===== src/design/hpm_pkg.sv =====
// ----------------------------------------------------------------------------
// hpm_pkg - shared types and constants of the handshake protocol monitor
// Register map, result kinds, handshake sample codes, beat bundles and
// saturating counter helpers.
// ----------------------------------------------------------------------------
`default_nettype none

package hpm_pkg;

   // lane geometry
   localparam int LANES       = 4;   // lanes held at stall start (1..8)
   localparam int LANE_BITS   = 32;  // compared value bits per lane (1..32)
   localparam int INPUT_LANES = 4;   // lanes carried by one input beat
   localparam int MAX_OUT     = 4;   // result slots per input beat
   localparam int USED_LANES  = (LANES < INPUT_LANES) ? LANES : INPUT_LANES;

   localparam logic [31:0] HALF_MASK = 32'hFFFF_FFFF >> (32 - LANE_BITS);
   localparam logic [63:0] LANE_MASK = {HALF_MASK, HALF_MASK};

   // register map (index = paddr[3:2])
   localparam int ADDR_W = 4;
   localparam logic [1:0] REG_MAX_WAIT      = 2'd0;
   localparam logic [1:0] REG_CHECK_DATA    = 2'd1;
   localparam logic [1:0] REG_FINDING_LIMIT = 2'd2;
   localparam logic [1:0] REG_DATA_LANES    = 2'd3;

   localparam logic [15:0] MAX_WAIT_RST      = 16'd100;
   localparam logic        CHECK_DATA_RST    = 1'b0;
   localparam logic [16:0] FINDING_LIMIT_RST = 17'd100;
   localparam logic [2:0]  DATA_LANES_RST    = 3'd0;

   // handshake sample codes
   localparam logic [1:0] HS_FALSE = 2'd0;
   localparam logic [1:0] HS_TRUE  = 2'd1;

   // input beat operations
   localparam logic OP_SAMPLE = 1'b0;
   localparam logic OP_END    = 1'b1;

   typedef enum logic [1:0] {
      KIND_READY_ONLY   = 2'd0,
      KIND_DATA_CHANGED = 2'd1,
      KIND_LONG_STALL   = 2'd2,
      KIND_SUMMARY      = 2'd3
   } kind_type;

   typedef struct packed {
      logic [15:0] wait_limit;
      logic        data_check_en;
      logic [16:0] report_cap;
      logic [2:0]  data_lanes;
   } cfg_type;

   typedef struct packed {
      logic                              op;
      logic [63:0]                       stamp;
      logic [1:0]                        valid_state;
      logic [1:0]                        ready_state;
      logic [INPUT_LANES-1:0][63:0]      lanes;
   } item_type;

   // everything one input beat leaves for the result side
   typedef struct packed {
      logic [MAX_OUT-1:0]                slots;
      kind_type [MAX_OUT-1:0]            kinds;
      logic                              open_at_end;
      logic [63:0]                       begin_time;
      logic [63:0]                       at_time;
      logic [31:0]                       stall_len;
      logic [31:0]                       longest;
      logic [31:0]                       samples_total;
      logic [31:0]                       transfer_count;
      logic [31:0]                       ready_only_count;
      logic [31:0]                       violation_count;
      logic [31:0]                       findings_total;
   } result_type;

   function automatic logic [31:0] sat_inc32(input logic [31:0] x);
      return (x == 32'hFFFF_FFFF) ? x : x + 32'd1;
   endfunction

   function automatic logic [31:0] sat_add32(input logic [31:0] x, input logic [2:0] d);
      logic [32:0] sum;
      sum = {1'b0, x} + {30'd0, d};
      return sum[32] ? 32'hFFFF_FFFF : sum[31:0];
   endfunction

endpackage

`default_nettype wire


===== src/design/handshake_protocol_monitor.sv =====
// ----------------------------------------------------------------------------
// handshake_protocol_monitor - valid/ready handshake protocol checker
// Path: an input beat is held in the core's input register, then loaded into
//   the result bank, which offers its first result beat.
// Throughput: 1 input beat per cycle while each beat yields at most one
//   result and rsp_stall is low; a beat with more results holds the input until
//   the single result port drains the bank, one beat per cycle without rsp_stall.
// Reset (synchronous): counters, stall tracker and result bank clear; the
//   stall wait limit returns to 100, the data check to off, the finding cap
//   to 100 and the lane count to 0.
// ----------------------------------------------------------------------------
`default_nettype none

module handshake_protocol_monitor (
   input  wire logic                       clock,
   input  wire logic                       reset,
   // configuration port
   input  wire logic                       psel,
   input  wire logic                       penable,
   input  wire logic                       pwrite,
   input  wire logic [hpm_pkg::ADDR_W-1:0] paddr,
   input  wire logic [31:0]                pwdata,
   output logic [31:0]                     prdata,
   output logic                            pready,
   // input beats: clock samples and window-end markers
   input  wire logic                       req_valid,
   output logic                            req_stall,
   input  wire logic                       req_op,
   input  wire logic [63:0]                req_sample_time,
   input  wire logic [1:0]                 req_valid_state,
   input  wire logic [1:0]                 req_ready_state,
   input  wire logic [63:0]                req_lane0,
   input  wire logic [63:0]                req_lane1,
   input  wire logic [63:0]                req_lane2,
   input  wire logic [63:0]                req_lane3,
   // result beats: findings and window summaries
   output logic                            rsp_valid,
   input  wire logic                       rsp_stall,
   output logic [1:0]                      rsp_kind,
   output logic [63:0]                     rsp_begin_time,
   output logic [63:0]                     rsp_at_time,
   output logic [31:0]                     rsp_cycles,
   output logic [1:0]                      rsp_lane,
   output logic                            rsp_open_at_end,
   output logic                            rsp_last,
   output logic [31:0]                     rsp_sample_count,
   output logic [31:0]                     rsp_transfer_count,
   output logic [31:0]                     rsp_ready_only_count,
   output logic [31:0]                     rsp_violation_count,
   output logic [31:0]                     rsp_finding_count
);

   hpm_pkg::cfg_type    cfg;
   hpm_pkg::item_type   req_item;
   hpm_pkg::result_type res;
   logic                res_load;
   logic                bank_free;

   // bundle the input beat; lanes go in lane order
   assign req_item.op          = req_op;
   assign req_item.stamp       = req_sample_time;
   assign req_item.valid_state = req_valid_state;
   assign req_item.ready_state = req_ready_state;
   assign req_item.lanes[0]    = req_lane0;
   assign req_item.lanes[1]    = req_lane1;
   assign req_item.lanes[2]    = req_lane2;
   assign req_item.lanes[3]    = req_lane3;

   // registers: the user must write them only while the monitor is idle; the block does not enforce it
   hpm_csr u_csr (
      .clock   (clock),
      .reset   (reset),
      .psel    (psel),
      .penable (penable),
      .pwrite  (pwrite),
      .paddr   (paddr),
      .pwdata  (pwdata),
      .prdata  (prdata),
      .pready  (pready),
      .cfg     (cfg)
   );

   // input register and monitor state: one pass per beat, and the beat
   // advances only when the result bank can take all its findings
   hpm_core u_core (
      .clock     (clock),
      .reset     (reset),
      .cfg       (cfg),
      .req_valid (req_valid),
      .req_stall (req_stall),
      .req_item  (req_item),
      .bank_free (bank_free),
      .res_load  (res_load),
      .res       (res)
   );

   // result bank: drain lowest slot first, flag the final beat of each input
   hpm_rsp u_rsp (
      .clock                (clock),
      .reset                (reset),
      .res_load             (res_load),
      .res                  (res),
      .bank_free            (bank_free),
      .rsp_valid            (rsp_valid),
      .rsp_stall            (rsp_stall),
      .rsp_kind             (rsp_kind),
      .rsp_begin_time       (rsp_begin_time),
      .rsp_at_time          (rsp_at_time),
      .rsp_cycles           (rsp_cycles),
      .rsp_lane             (rsp_lane),
      .rsp_open_at_end      (rsp_open_at_end),
      .rsp_last             (rsp_last),
      .rsp_sample_count     (rsp_sample_count),
      .rsp_transfer_count   (rsp_transfer_count),
      .rsp_ready_only_count (rsp_ready_only_count),
      .rsp_violation_count  (rsp_violation_count),
      .rsp_finding_count    (rsp_finding_count)
   );

endmodule

`default_nettype wire


===== src/design/hpm_csr.sv =====
// ----------------------------------------------------------------------------
// hpm_csr - configuration registers
// APB-style register file; writes land in the access phase, reads return
// the stored register pattern.
// ----------------------------------------------------------------------------
`default_nettype none

module hpm_csr (
   input  wire logic                       clock,
   input  wire logic                       reset,
   input  wire logic                       psel,
   input  wire logic                       penable,
   input  wire logic                       pwrite,
   input  wire logic [hpm_pkg::ADDR_W-1:0] paddr,
   input  wire logic [31:0]                pwdata,
   output logic [31:0]                     prdata,
   output logic                            pready,
   output hpm_pkg::cfg_type                cfg
);

   hpm_pkg::cfg_type cfg_ff;
   logic             wr_en;
   logic [1:0]       reg_idx;

   assign pready  = 1'b1;
   assign reg_idx = paddr[3:2];
   assign wr_en   = psel & penable & pwrite;
   assign cfg     = cfg_ff;

   always_ff @(posedge clock) begin
      if (reset) begin
         cfg_ff.wait_limit    <= hpm_pkg::MAX_WAIT_RST;
         cfg_ff.data_check_en <= hpm_pkg::CHECK_DATA_RST;
         cfg_ff.report_cap    <= hpm_pkg::FINDING_LIMIT_RST;
         cfg_ff.data_lanes    <= hpm_pkg::DATA_LANES_RST;
      end else if (wr_en) begin
         case (reg_idx)
            hpm_pkg::REG_MAX_WAIT:      cfg_ff.wait_limit    <= pwdata[15:0];
            hpm_pkg::REG_CHECK_DATA:    cfg_ff.data_check_en <= pwdata[0];
            hpm_pkg::REG_FINDING_LIMIT: cfg_ff.report_cap    <= pwdata[16:0];
            hpm_pkg::REG_DATA_LANES:    cfg_ff.data_lanes    <= pwdata[2:0];
            default: ;
         endcase
      end
   end

   always_comb begin
      case (reg_idx)
         hpm_pkg::REG_MAX_WAIT:      prdata = {16'd0, cfg_ff.wait_limit};
         hpm_pkg::REG_CHECK_DATA:    prdata = {31'd0, cfg_ff.data_check_en};
         hpm_pkg::REG_FINDING_LIMIT: prdata = {15'd0, cfg_ff.report_cap};
         hpm_pkg::REG_DATA_LANES:    prdata = {29'd0, cfg_ff.data_lanes};
         default:                    prdata = 32'd0;
      endcase
   end

endmodule

`default_nettype wire


===== src/design/hpm_core.sv =====
// ----------------------------------------------------------------------------
// hpm_core - input register, monitor state and finding generation
// Holds one input beat, updates the stall tracker and counters in a single
// pass, and hands the findings of the beat to the result bank.
// ----------------------------------------------------------------------------
`default_nettype none

module hpm_core (
   input  wire logic              clock,
   input  wire logic              reset,
   input  wire hpm_pkg::cfg_type  cfg,
   input  wire logic              req_valid,
   output logic                   req_stall,
   input  wire hpm_pkg::item_type req_item,
   input  wire logic              bank_free,
   output logic                   res_load,
   output hpm_pkg::result_type    res
);

   localparam logic [2:0] USED_LANES_C = 3'(hpm_pkg::USED_LANES);

   logic              item_valid_ff, item_valid_in;
   hpm_pkg::item_type item_ff;

   logic        in_stall_ff, in_stall_in;
   logic [31:0] stall_length_ff, stall_length_in;
   logic [63:0] stall_start_ff;
   logic [hpm_pkg::USED_LANES-1:0][63:0] stall_lanes_ff;
   logic [31:0] samples_ff, samples_in;
   logic [31:0] transfers_ff, transfers_in;
   logic [31:0] longest_ff, longest_in;
   logic [31:0] ready_only_ff, ready_only_in;
   logic [31:0] violations_ff, violations_in;
   logic [31:0] findings_ff, findings_in;

   logic        fire, take;
   logic        is_end, vt, vf, rt, rf, stall_beat, ready_alone, end_stall, overlong;
   logic        capture;
   logic [2:0]  lanes_n;
   logic [hpm_pkg::MAX_OUT-1:0] differ, find;
   logic [2:0]  prefix;
   logic [33:0] seen_sum;
   logic        limit_ok;
   logic [31:0] longest_upd;

   assign fire      = item_valid_ff & bank_free;
   assign req_stall = item_valid_ff & ~bank_free;
   assign take      = req_valid & ~req_stall;
   assign res_load  = fire;

   always_comb begin
      item_valid_in = item_valid_ff;
      if (take) begin
         item_valid_in = 1'b1;
      end else if (fire) begin
         item_valid_in = 1'b0;
      end
   end

   always_ff @(posedge clock) begin
      if (reset) begin
         item_valid_ff <= 1'b0;
      end else begin
         item_valid_ff <= item_valid_in;
      end
      if (take) begin
         item_ff <= req_item;
      end
   end

   // decode the sample
   assign is_end      = (item_ff.op == hpm_pkg::OP_END);
   assign vt          = (item_ff.valid_state == hpm_pkg::HS_TRUE);
   assign vf          = (item_ff.valid_state == hpm_pkg::HS_FALSE);
   assign rt          = (item_ff.ready_state == hpm_pkg::HS_TRUE);
   assign rf          = (item_ff.ready_state == hpm_pkg::HS_FALSE);
   assign stall_beat  = ~is_end & vt & rf;
   assign ready_alone = ~is_end & rt & vf;
   assign end_stall   = in_stall_ff & (is_end | ~stall_beat);
   assign overlong    = end_stall & (stall_length_ff > {16'd0, cfg.wait_limit});
   assign capture     = stall_beat & ~in_stall_ff;
   assign lanes_n     = (cfg.data_lanes > USED_LANES_C) ? USED_LANES_C : cfg.data_lanes;
   assign longest_upd = (end_stall && stall_length_ff > longest_ff) ? stall_length_ff
                                                                     : longest_ff;

   always_comb begin
      for (int i = 0; i < hpm_pkg::MAX_OUT; i++) begin
         differ[i] = 1'b0;
         if (i < hpm_pkg::USED_LANES) begin
            differ[i] = stall_beat & in_stall_ff & cfg.data_check_en & (3'(i) < lanes_n) &
                        (|((item_ff.lanes[i] ^ stall_lanes_ff[i]) & hpm_pkg::LANE_MASK));
         end
      end
   end

   // slot layout: sample -> lane findings in lane order, or ready-only then
   // long stall; window end -> long stall then summary
   always_comb begin
      find = differ;
      if (is_end) begin
         find    = '0;
         find[0] = overlong;
      end else if (!stall_beat) begin
         find    = '0;
         find[0] = ready_alone;
         find[1] = overlong;
      end
   end

   always_comb begin
      res        = '0;
      prefix     = 3'd0;
      seen_sum   = '0;
      limit_ok   = 1'b0;
      for (int s = 0; s < hpm_pkg::MAX_OUT; s++) begin
         seen_sum = {2'b00, findings_ff} + {31'd0, prefix};
         limit_ok = cfg.report_cap[16] | (seen_sum < {18'd0, cfg.report_cap[15:0]});
         res.slots[s] = find[s] & limit_ok;
         res.kinds[s] = hpm_pkg::KIND_DATA_CHANGED;
         prefix       = prefix + {2'b00, find[s]};
      end
      if (is_end) begin
         res.kinds[0] = hpm_pkg::KIND_LONG_STALL;
         res.kinds[1] = hpm_pkg::KIND_SUMMARY;
         res.slots[1] = 1'b1;
      end else if (!stall_beat) begin
         res.kinds[0] = hpm_pkg::KIND_READY_ONLY;
         res.kinds[1] = hpm_pkg::KIND_LONG_STALL;
      end
      res.open_at_end      = is_end;
      res.begin_time       = stall_start_ff;
      res.at_time          = item_ff.stamp;
      res.stall_len        = stall_length_ff;
      res.longest          = longest_upd;
      res.samples_total    = samples_ff;
      res.transfer_count   = transfers_ff;
      res.ready_only_count = ready_only_ff;
      res.violation_count  = violations_ff;
      res.findings_total   = findings_in;
   end

   // next state
   always_comb begin
      findings_in   = hpm_pkg::sat_add32(findings_ff, 3'($countones(find)));
      violations_in = hpm_pkg::sat_add32(violations_ff, 3'($countones(differ)));
      samples_in    = hpm_pkg::sat_inc32(samples_ff);
      transfers_in  = (vt & rt) ? hpm_pkg::sat_inc32(transfers_ff) : transfers_ff;
      ready_only_in = ready_alone ? hpm_pkg::sat_inc32(ready_only_ff) : ready_only_ff;
      longest_in    = longest_upd;
      in_stall_in     = in_stall_ff;
      stall_length_in = stall_length_ff;
      if (stall_beat) begin
         in_stall_in     = 1'b1;
         stall_length_in = hpm_pkg::sat_inc32(stall_length_ff);
      end else if (in_stall_ff) begin
         in_stall_in     = 1'b0;
         stall_length_in = 32'd0;
      end
   end

   always_ff @(posedge clock) begin
      if (reset) begin
         in_stall_ff     <= 1'b0;
         stall_length_ff <= 32'd0;
         samples_ff      <= 32'd0;
         transfers_ff    <= 32'd0;
         longest_ff      <= 32'd0;
         ready_only_ff   <= 32'd0;
         violations_ff   <= 32'd0;
         findings_ff     <= 32'd0;
      end else if (fire) begin
         if (is_end) begin
            in_stall_ff     <= 1'b0;
            stall_length_ff <= 32'd0;
            samples_ff      <= 32'd0;
            transfers_ff    <= 32'd0;
            longest_ff      <= 32'd0;
            ready_only_ff   <= 32'd0;
            violations_ff   <= 32'd0;
            findings_ff     <= 32'd0;
         end else begin
            in_stall_ff     <= in_stall_in;
            stall_length_ff <= stall_length_in;
            samples_ff      <= samples_in;
            transfers_ff    <= transfers_in;
            longest_ff      <= longest_in;
            ready_only_ff   <= ready_only_in;
            violations_ff   <= violations_in;
            findings_ff     <= findings_in;
         end
      end
   end

   // stall snapshot is only read while a stall is open
   always_ff @(posedge clock) begin
      if (fire && capture) begin
         stall_start_ff <= item_ff.stamp;
         for (int i = 0; i < hpm_pkg::USED_LANES; i++) begin
            stall_lanes_ff[i] <= item_ff.lanes[i];
         end
      end
   end

endmodule

`default_nettype wire


===== src/design/hpm_rsp.sv =====
// ----------------------------------------------------------------------------
// hpm_rsp - result bank
// Holds the findings of one input beat in fixed slots and sends them out
// lowest slot first, one beat per cycle while rsp_stall is low.
// ----------------------------------------------------------------------------
`default_nettype none

module hpm_rsp (
   input  wire logic                clock,
   input  wire logic                reset,
   input  wire logic                res_load,
   input  wire hpm_pkg::result_type res,
   output logic                     bank_free,
   output logic                     rsp_valid,
   input  wire logic                rsp_stall,
   output logic [1:0]               rsp_kind,
   output logic [63:0]              rsp_begin_time,
   output logic [63:0]              rsp_at_time,
   output logic [31:0]              rsp_cycles,
   output logic [1:0]               rsp_lane,
   output logic                     rsp_open_at_end,
   output logic                     rsp_last,
   output logic [31:0]              rsp_sample_count,
   output logic [31:0]              rsp_transfer_count,
   output logic [31:0]              rsp_ready_only_count,
   output logic [31:0]              rsp_violation_count,
   output logic [31:0]              rsp_finding_count
);

   logic [hpm_pkg::MAX_OUT-1:0] slots_ff, slots_in;
   hpm_pkg::result_type         res_ff;
   logic [hpm_pkg::MAX_OUT-1:0] head;
   logic [1:0]                  head_idx;
   hpm_pkg::kind_type           kind;
   logic                        pop;

   assign head      = slots_ff & (~slots_ff + 1'b1);
   assign rsp_valid = |slots_ff;
   assign rsp_last  = ((slots_ff & ~head) == '0);
   assign pop       = rsp_valid & ~rsp_stall;
   assign bank_free = ~rsp_valid | (pop & rsp_last);

   always_comb begin
      head_idx = 2'd0;
      for (int s = hpm_pkg::MAX_OUT - 1; s >= 0; s--) begin
         if (slots_ff[s]) begin
            head_idx = 2'(s);
         end
      end
   end

   always_comb begin
      slots_in = slots_ff;
      if (res_load) begin
         slots_in = res.slots;
      end else if (pop) begin
         slots_in = slots_ff & ~head;
      end
   end

   always_ff @(posedge clock) begin
      if (reset) begin
         slots_ff <= '0;
      end else begin
         slots_ff <= slots_in;
      end
      if (res_load) begin
         res_ff <= res;
      end
   end

   assign kind = res_ff.kinds[head_idx];

   always_comb begin
      rsp_kind             = kind;
      rsp_begin_time       = 64'd0;
      rsp_at_time          = res_ff.at_time;
      rsp_cycles           = 32'd0;
      rsp_lane             = 2'd0;
      rsp_open_at_end      = 1'b0;
      rsp_sample_count     = 32'd0;
      rsp_transfer_count   = 32'd0;
      rsp_ready_only_count = 32'd0;
      rsp_violation_count  = 32'd0;
      rsp_finding_count    = 32'd0;
      case (kind)
         hpm_pkg::KIND_READY_ONLY: ;
         hpm_pkg::KIND_DATA_CHANGED: begin
            rsp_begin_time = res_ff.begin_time;
            rsp_lane       = head_idx;
         end
         hpm_pkg::KIND_LONG_STALL: begin
            rsp_begin_time  = res_ff.begin_time;
            rsp_cycles      = res_ff.stall_len;
            rsp_open_at_end = res_ff.open_at_end;
         end
         hpm_pkg::KIND_SUMMARY: begin
            rsp_cycles           = res_ff.longest;
            rsp_sample_count     = res_ff.samples_total;
            rsp_transfer_count   = res_ff.transfer_count;
            rsp_ready_only_count = res_ff.ready_only_count;
            rsp_violation_count  = res_ff.violation_count;
            rsp_finding_count    = res_ff.findings_total;
         end
         default: ;
      endcase
   end

endmodule

`default_nettype wire


===== config.mk =====
export PLATFORM = sky130hd
export DESIGN_NAME = handshake_protocol_monitor
export DESIGN_NICKNAME = d
export VERILOG_FILES = /design/src/design/hpm_pkg.sv /design/src/design/handshake_protocol_monitor.sv /design/src/design/hpm_csr.sv /design/src/design/hpm_core.sv /design/src/design/hpm_rsp.sv
export SDC_FILE = /design/constraint.sdc
export NUM_CORES = 2
export LEC_CHECK = 0
export ABC_AREA = 1
export BUFFER_PORTS_ARGS = -buffer_cell sky130_fd_sc_hd__buf_2
export CAP_MARGIN = 20
export CORE_MARGIN = 1
export CORE_UTILIZATION = 30
export DETAILED_ROUTE_END_ITERATION = 6
export MAX_ROUTING_LAYER = met4
export PLACE_DENSITY = 0.47
export SYNTH_ARGS = -nofsm -noshare
export SYNTH_HDL_FRONTEND = slang
export SYNTH_SLANG_ARGS = --single-unit

===== constraint.sdc =====
create_clock -name clock -period 30.3 [get_ports clock]
set_clock_uncertainty 0.05 [all_clocks]
set_input_delay 9.09 -clock clock [delete_from_list [all_inputs] [get_ports clock]]
set_output_delay 9.09 -clock clock [all_outputs]
set_load 0.03 [all_outputs]

==> flow_summary.html <==
<table>
<tr><th>Metric</th><th>Value</th></tr>
<tr><th colspan="2">Route</th></tr>
<tr><td>Drt first pass iters</td><td>6</td></tr>
<tr><td>Ratio of routed vias to standard cells</td><td>around 4.5</td></tr>
<tr><td>Wire length per cell</td><td>19.0 microns</td></tr>
<tr><td>Drt first-iter violations</td><td>2205</td></tr>
<tr><td>Remaining number of nets flagged by the antenna check after routing</td><td>0</td></tr>
<tr><td>WL final</td><td>approximately 160000 microns</td></tr>
<tr><td>Total via count after detailed routing</td><td>between 30k and 40k</td></tr>
<tr><td>Post-detailed-route DRC marker count</td><td>0</td></tr>
<tr><th colspan="2">Clock tree</th></tr>
<tr><td>TritonCTS buffer count</td><td>146</td></tr>
<tr><td>Maximum buffer depth of the clock tree</td><td>3</td></tr>
<tr><td>CTS tree</td><td>yes</td></tr>
<tr><td>Clock Pin Slew Worst Setup and Hold Paths</td><td>60 ps</td></tr>
<tr><td>Clock insertion delay at the later pin of the skew report</td><td>just over 800 ps</td></tr>
<tr><td>Number of H-tree levels</td><td>4</td></tr>
<tr><td>Hold-fix buffers, CTS</td><td>0</td></tr>
<tr><td>Number of gates resized after cts</td><td>0</td></tr>
<tr><td>Root Buffer</td><td>sky130_fd_sc_hd__clkbuf_16</td></tr>
<tr><td>Clk sink count</td><td>between 1k and 1.5k</td></tr>
<tr><td>Buffer count from post-CTS setup fixing</td><td>0</td></tr>
<tr><th colspan="2">Logic synthesis</th></tr>
<tr><td>Cell variety after synth</td><td>64</td></tr>
<tr><td>Most area-consuming cells after synthesis</td><td>sky130_fd_sc_hd__edfxtp_1 53%, sky130_fd_sc_hd__dfxtp_1 9.5%, sky130_fd_sc_hd__nand2_1 7.0%, sky130_fd_sc_hd__inv_1 4.3%, sky130_fd_sc_hd__xor2_1 3.2%</td></tr>
<tr><td>Post-Syn Area</td><td>~57000 sq um</td></tr>
<tr><td>Top-count cell post-synth</td><td>sky130_fd_sc_hd__nand2_1</td></tr>
<tr><td>Number of warnings issued by yosys</td><td>0</td></tr>
<tr><td>Fraction of synthesized cell area taken by the top area cell type</td><td>53.2%</td></tr>
<tr><td>Fraction of the yosys area taken by sequential cells</td><td>between 60% and 70%</td></tr>
<tr><td>Leading area contributor after synthesis</td><td>sky130_fd_sc_hd__edfxtp_1</td></tr>
<tr><td>Post-synthesis instance total</td><td>about 5.4k</td></tr>
<tr><td>Mean area per synthesized cell</td><td>between 10 and 15 sq um</td></tr>
<tr><td>Number of synthesized flops with an enable pin</td><td>~1.0k</td></tr>
<tr><td>Synthesized flop and latch total</td><td>1269</td></tr>
<tr><td>Leading post-synthesis cells by instance count</td><td>1052 x sky130_fd_sc_hd__nand2_1, 1002 x sky130_fd_sc_hd__edfxtp_1, 651 x sky130_fd_sc_hd__inv_1</td></tr>
<tr><td>Share of flip-flops with an asynchronous set or reset after synthesis</td><td>0%</td></tr>
<tr><td>Most used flip-flop cell after synthesis</td><td>sky130_fd_sc_hd__edfxtp_1</td></tr>
<tr><th colspan="2">Worst setup path</th></tr>
<tr><td>Critical Path, Cell by Cell</td><td>buf_2, inv_1, nor2_1, clkinv_1, o2111ai_1, buf_2</td></tr>
<tr><td>End of the critical path</td><td>prdata[0]</td></tr>
<tr><td>Critical path start-end classification</td><td>in2out</td></tr>
<tr><td>R2R Path End</td><td>u_rsp.slots_ff[3]</td></tr>
<tr><td>Crit path launch</td><td>paddr[3]</td></tr>
<tr><td>Standard cell with the maximum stage delay on the critical path</td><td>sky130_fd_sc_hd__clkinv_1</td></tr>
<tr><td>R2r startpoint</td><td>u_core.is_end</td></tr>
<tr><td>Startpoint type of the worst setup path</td><td>input pin</td></tr>
<tr><td>Critical path's most frequent cell</td><td>sky130_fd_sc_hd__buf_2</td></tr>
<tr><td>Required time of the critical path</td><td>~21000 ps</td></tr>
<tr><td>CP max stage delay</td><td>around 400 ps</td></tr>
<tr><td>Critical path endpoint category</td><td>output port</td></tr>
<tr><td>Critical-path maximum fanout</td><td>18</td></tr>
<tr><td>Internal reg-to-reg setup slack</td><td>about 24000 ps</td></tr>
<tr><td>Worst endpoint data arrival time</td><td>10320 ps</td></tr>
<tr><td>R2r worst-path depth</td><td>33</td></tr>
<tr><th colspan="2">Global routing</th></tr>
<tr><td>Largest net degree at the start of global routing</td><td>about 150</td></tr>
<tr><td>Grt total ovfl</td><td>0</td></tr>
<tr><td>Antenna violations before repair</td><td>74</td></tr>
<tr><td>Combined global-route utilization of all metal layers</td><td>between 15 and 20%</td></tr>
<tr><td>Via count of the first global-routing pass</td><td>approximately 38k</td></tr>
<tr><td>Wire length of the first global-routing pass</td><td>between 200000 and 250000 microns</td></tr>
<tr><th colspan="2">Cells and area</th></tr>
<tr><td>Final core utilization</td><td>roughly 36%</td></tr>
<tr><td>Area growth from synthesis to layout</td><td>18.9%</td></tr>
<tr><td>Share of cells above drive strength 1</td><td>16.9%</td></tr>
<tr><td>Post-route cell area</td><td>between 60000 and 70000 sq um</td></tr>
<tr><td>Number of nets at the end of the flow</td><td>6536</td></tr>
<tr><th colspan="2">Place</th></tr>
<tr><td># port buffers</td><td>a little under 700</td></tr>
<tr><td>Placed instance area</td><td>62200 sq um</td></tr>
<tr><td>GP Congestion</td><td>around 0.92</td></tr>
<tr><td>Placed wire-length estimate after detailed placement</td><td>roughly 120000 microns</td></tr>
<tr><td>Post-place setup slack</td><td>10880 ps</td></tr>
<tr><th colspan="2">Floorplan</th></tr>
<tr><td>Number of placed I/O pins</td><td>729</td></tr>
<tr><td>Die boundary height</td><td>~440 microns</td></tr>
<tr><td>Core Rows</td><td>between 150 and 200</td></tr>
<tr><td>Core area</td><td>~190000 sq um</td></tr>
<tr><td>Die area</td><td>190000 sq um</td></tr>
<tr><td>Initial cell density of the core</td><td>30.3%</td></tr>
<tr><td>Width of the die</td><td>around 440 microns</td></tr>
<tr><th colspan="2">Timing</th></tr>
<tr><td>Number of slew-limit violations in the final report</td><td>0</td></tr>
<tr><td>Highest Clock Rate</td><td>51.4 MHz</td></tr>
<tr><td>Number of failing hold endpoints at the final stage</td><td>0</td></tr>
<tr><td>Period utilisation layout</td><td>between 60% and 70%</td></tr>
<tr><td>Worst Slack Setup Final</td><td>roughly 11000 ps</td></tr>
<tr><td>Slew HR</td><td>just under 30%</td></tr>
<tr><td>Final sum of negative setup slack</td><td>0 ps</td></tr>
<tr><td>Tightest Pin Transition</td><td>between 1000 and 1500 ps</td></tr>
<tr><td>Unrepaired setup endpoints after global routing</td><td>no</td></tr>
<tr><td># setup viols final</td><td>0</td></tr>
<tr><td>Period minus WS final</td><td>19460 ps</td></tr>
<tr><th colspan="2">Pwr</th></tr>
<tr><td>Static Leak</td><td>26.8 nW</td></tr>
<tr><td>Power density over the cells</td><td>67.1 nW/um^2</td></tr>
<tr><td>Peak supply drop</td><td>about 0.000047 V</td></tr>
<tr><th colspan="2">Outcome</th></tr>
<tr><td>Run status</td><td>finished clean</td></tr>
<tr><th colspan="2">Flow run</th></tr>
<tr><td>Reported max-cap violation count</td><td>0</td></tr>
<tr><th colspan="2">Hold path</th></tr>
<tr><td>Class of the worst hold path</td><td>reg2reg</td></tr>
<tr><td>Hold Startpoint</td><td>u_core.stall_start_ff[27]</td></tr>
</table>
layout by cell type (no fill, tap or decap), drive strengths merged, types with 127 or more instances in the layout:
cell	count
xor2	206
nor3	144
nor2	506
clkbuf	170
buf	720
nand3	237
ha	136
xnor2	127
edfxtp	1002
nand2	1064
inv	674
a21oi	303
dfxtp	267
power breakdown:
part	switching [mW]	internal, mW	leakage [nW]
logic	0.530	0.157	12.8
registers	0.0359	1.98	11.6
clock network	0.752	1.05	2.40
total	1.32	3.19	26.8
critical path: cells and delay by family:
family | cells | cell delay, ps
AND/OR/NAND/NOR | 1 | 100
buffers and inverters | 4 | 800
AO/OA/AOI/OAI | 1 | 340
worst min-delay path by stage:
| stage | endpoint | slack (ps) | depth (start not counted) |
|---|---|---|---|
| 2_1_floorplan | u_rsp.res_ff[288] | 350 | 0 |
| 3_3_place_gp | u_rsp.res_ff[306] | 350 | 0 |
| 3_5_place_dp | u_rsp.res_ff[308] | 350 | 0 |
| 4_1_cts | u_rsp.res_ff[308] | 370 | 0 |
| 5_1_grt | u_rsp.res_ff[315] | 370 | 0 |
| 6_report | u_rsp.res_ff[315] | 360 | 0 |
cells by family (layout without fill, tap and decap cells):
group	Yosys count	in the layout	synth area share, %
flops	1269	1269	62.7
compound gates	536	536	5.32
fa+ha+maj	143	143	3.26
buf+inv	887	1655	6.63
other cells	2	55	0.0133
xor+xnor	333	333	5.16
simple gates	2193	2193	16.9
flip-flops by register name, summed over array words and instances (netlist names), 4 cells and up:
name	cells
u_core.violations_ff	32
u_core.stall_length_ff	32
u_core.findings_ff	32
u_rsp.res_ff	293
u_core.stall_start_ff	64
u_core.samples_ff	32
u_core.stall_lanes_ff	256
u_csr.cfg	37
u_rsp.slots_ff	4
u_core.res	64
u_core.ready_only_ff	32
u_core.item_ff	260
u_core.longest_ff	32
u_rsp.rsp_at_time	64
u_core.transfers_ff	32
stage by stage:
step | hold slack, ps | std cells | total power [mW]
after floorplan | 350 | 5377 | 2.51
after global placement | 350 | 8357 | 2.76
after detailed placement | 355 | 8357 | 2.76
after CTS | 365 | 8625 | 4.59
after global routing | 367 | 8662 | 4.69
final | 358 | 8664 | 4.51
routing by layer:
metal	up-vias	global-route usage, %	share of wire [%]
met3	310	3.72	4.9
met2	928	29.9	50
met1	18483	20.2	42
li1	19355	-	-
met4	0	6.17	3.7
met5	-	-	0
final cells by class:
cell class | instances | area (sq um)
multi-input cells | 3221 | 17400
diodes | 39 | 97.6
clock buffers | 170 | 3780
clock inverters | 98 | 1150
repair buffers | 720 | 3710
inverters | 667 | 2530
fillers | 18705 | 119000
well taps | 2480 | 3100
flip-flops and latches | 1269 | 35400
(Power assumes the default switching activity.)
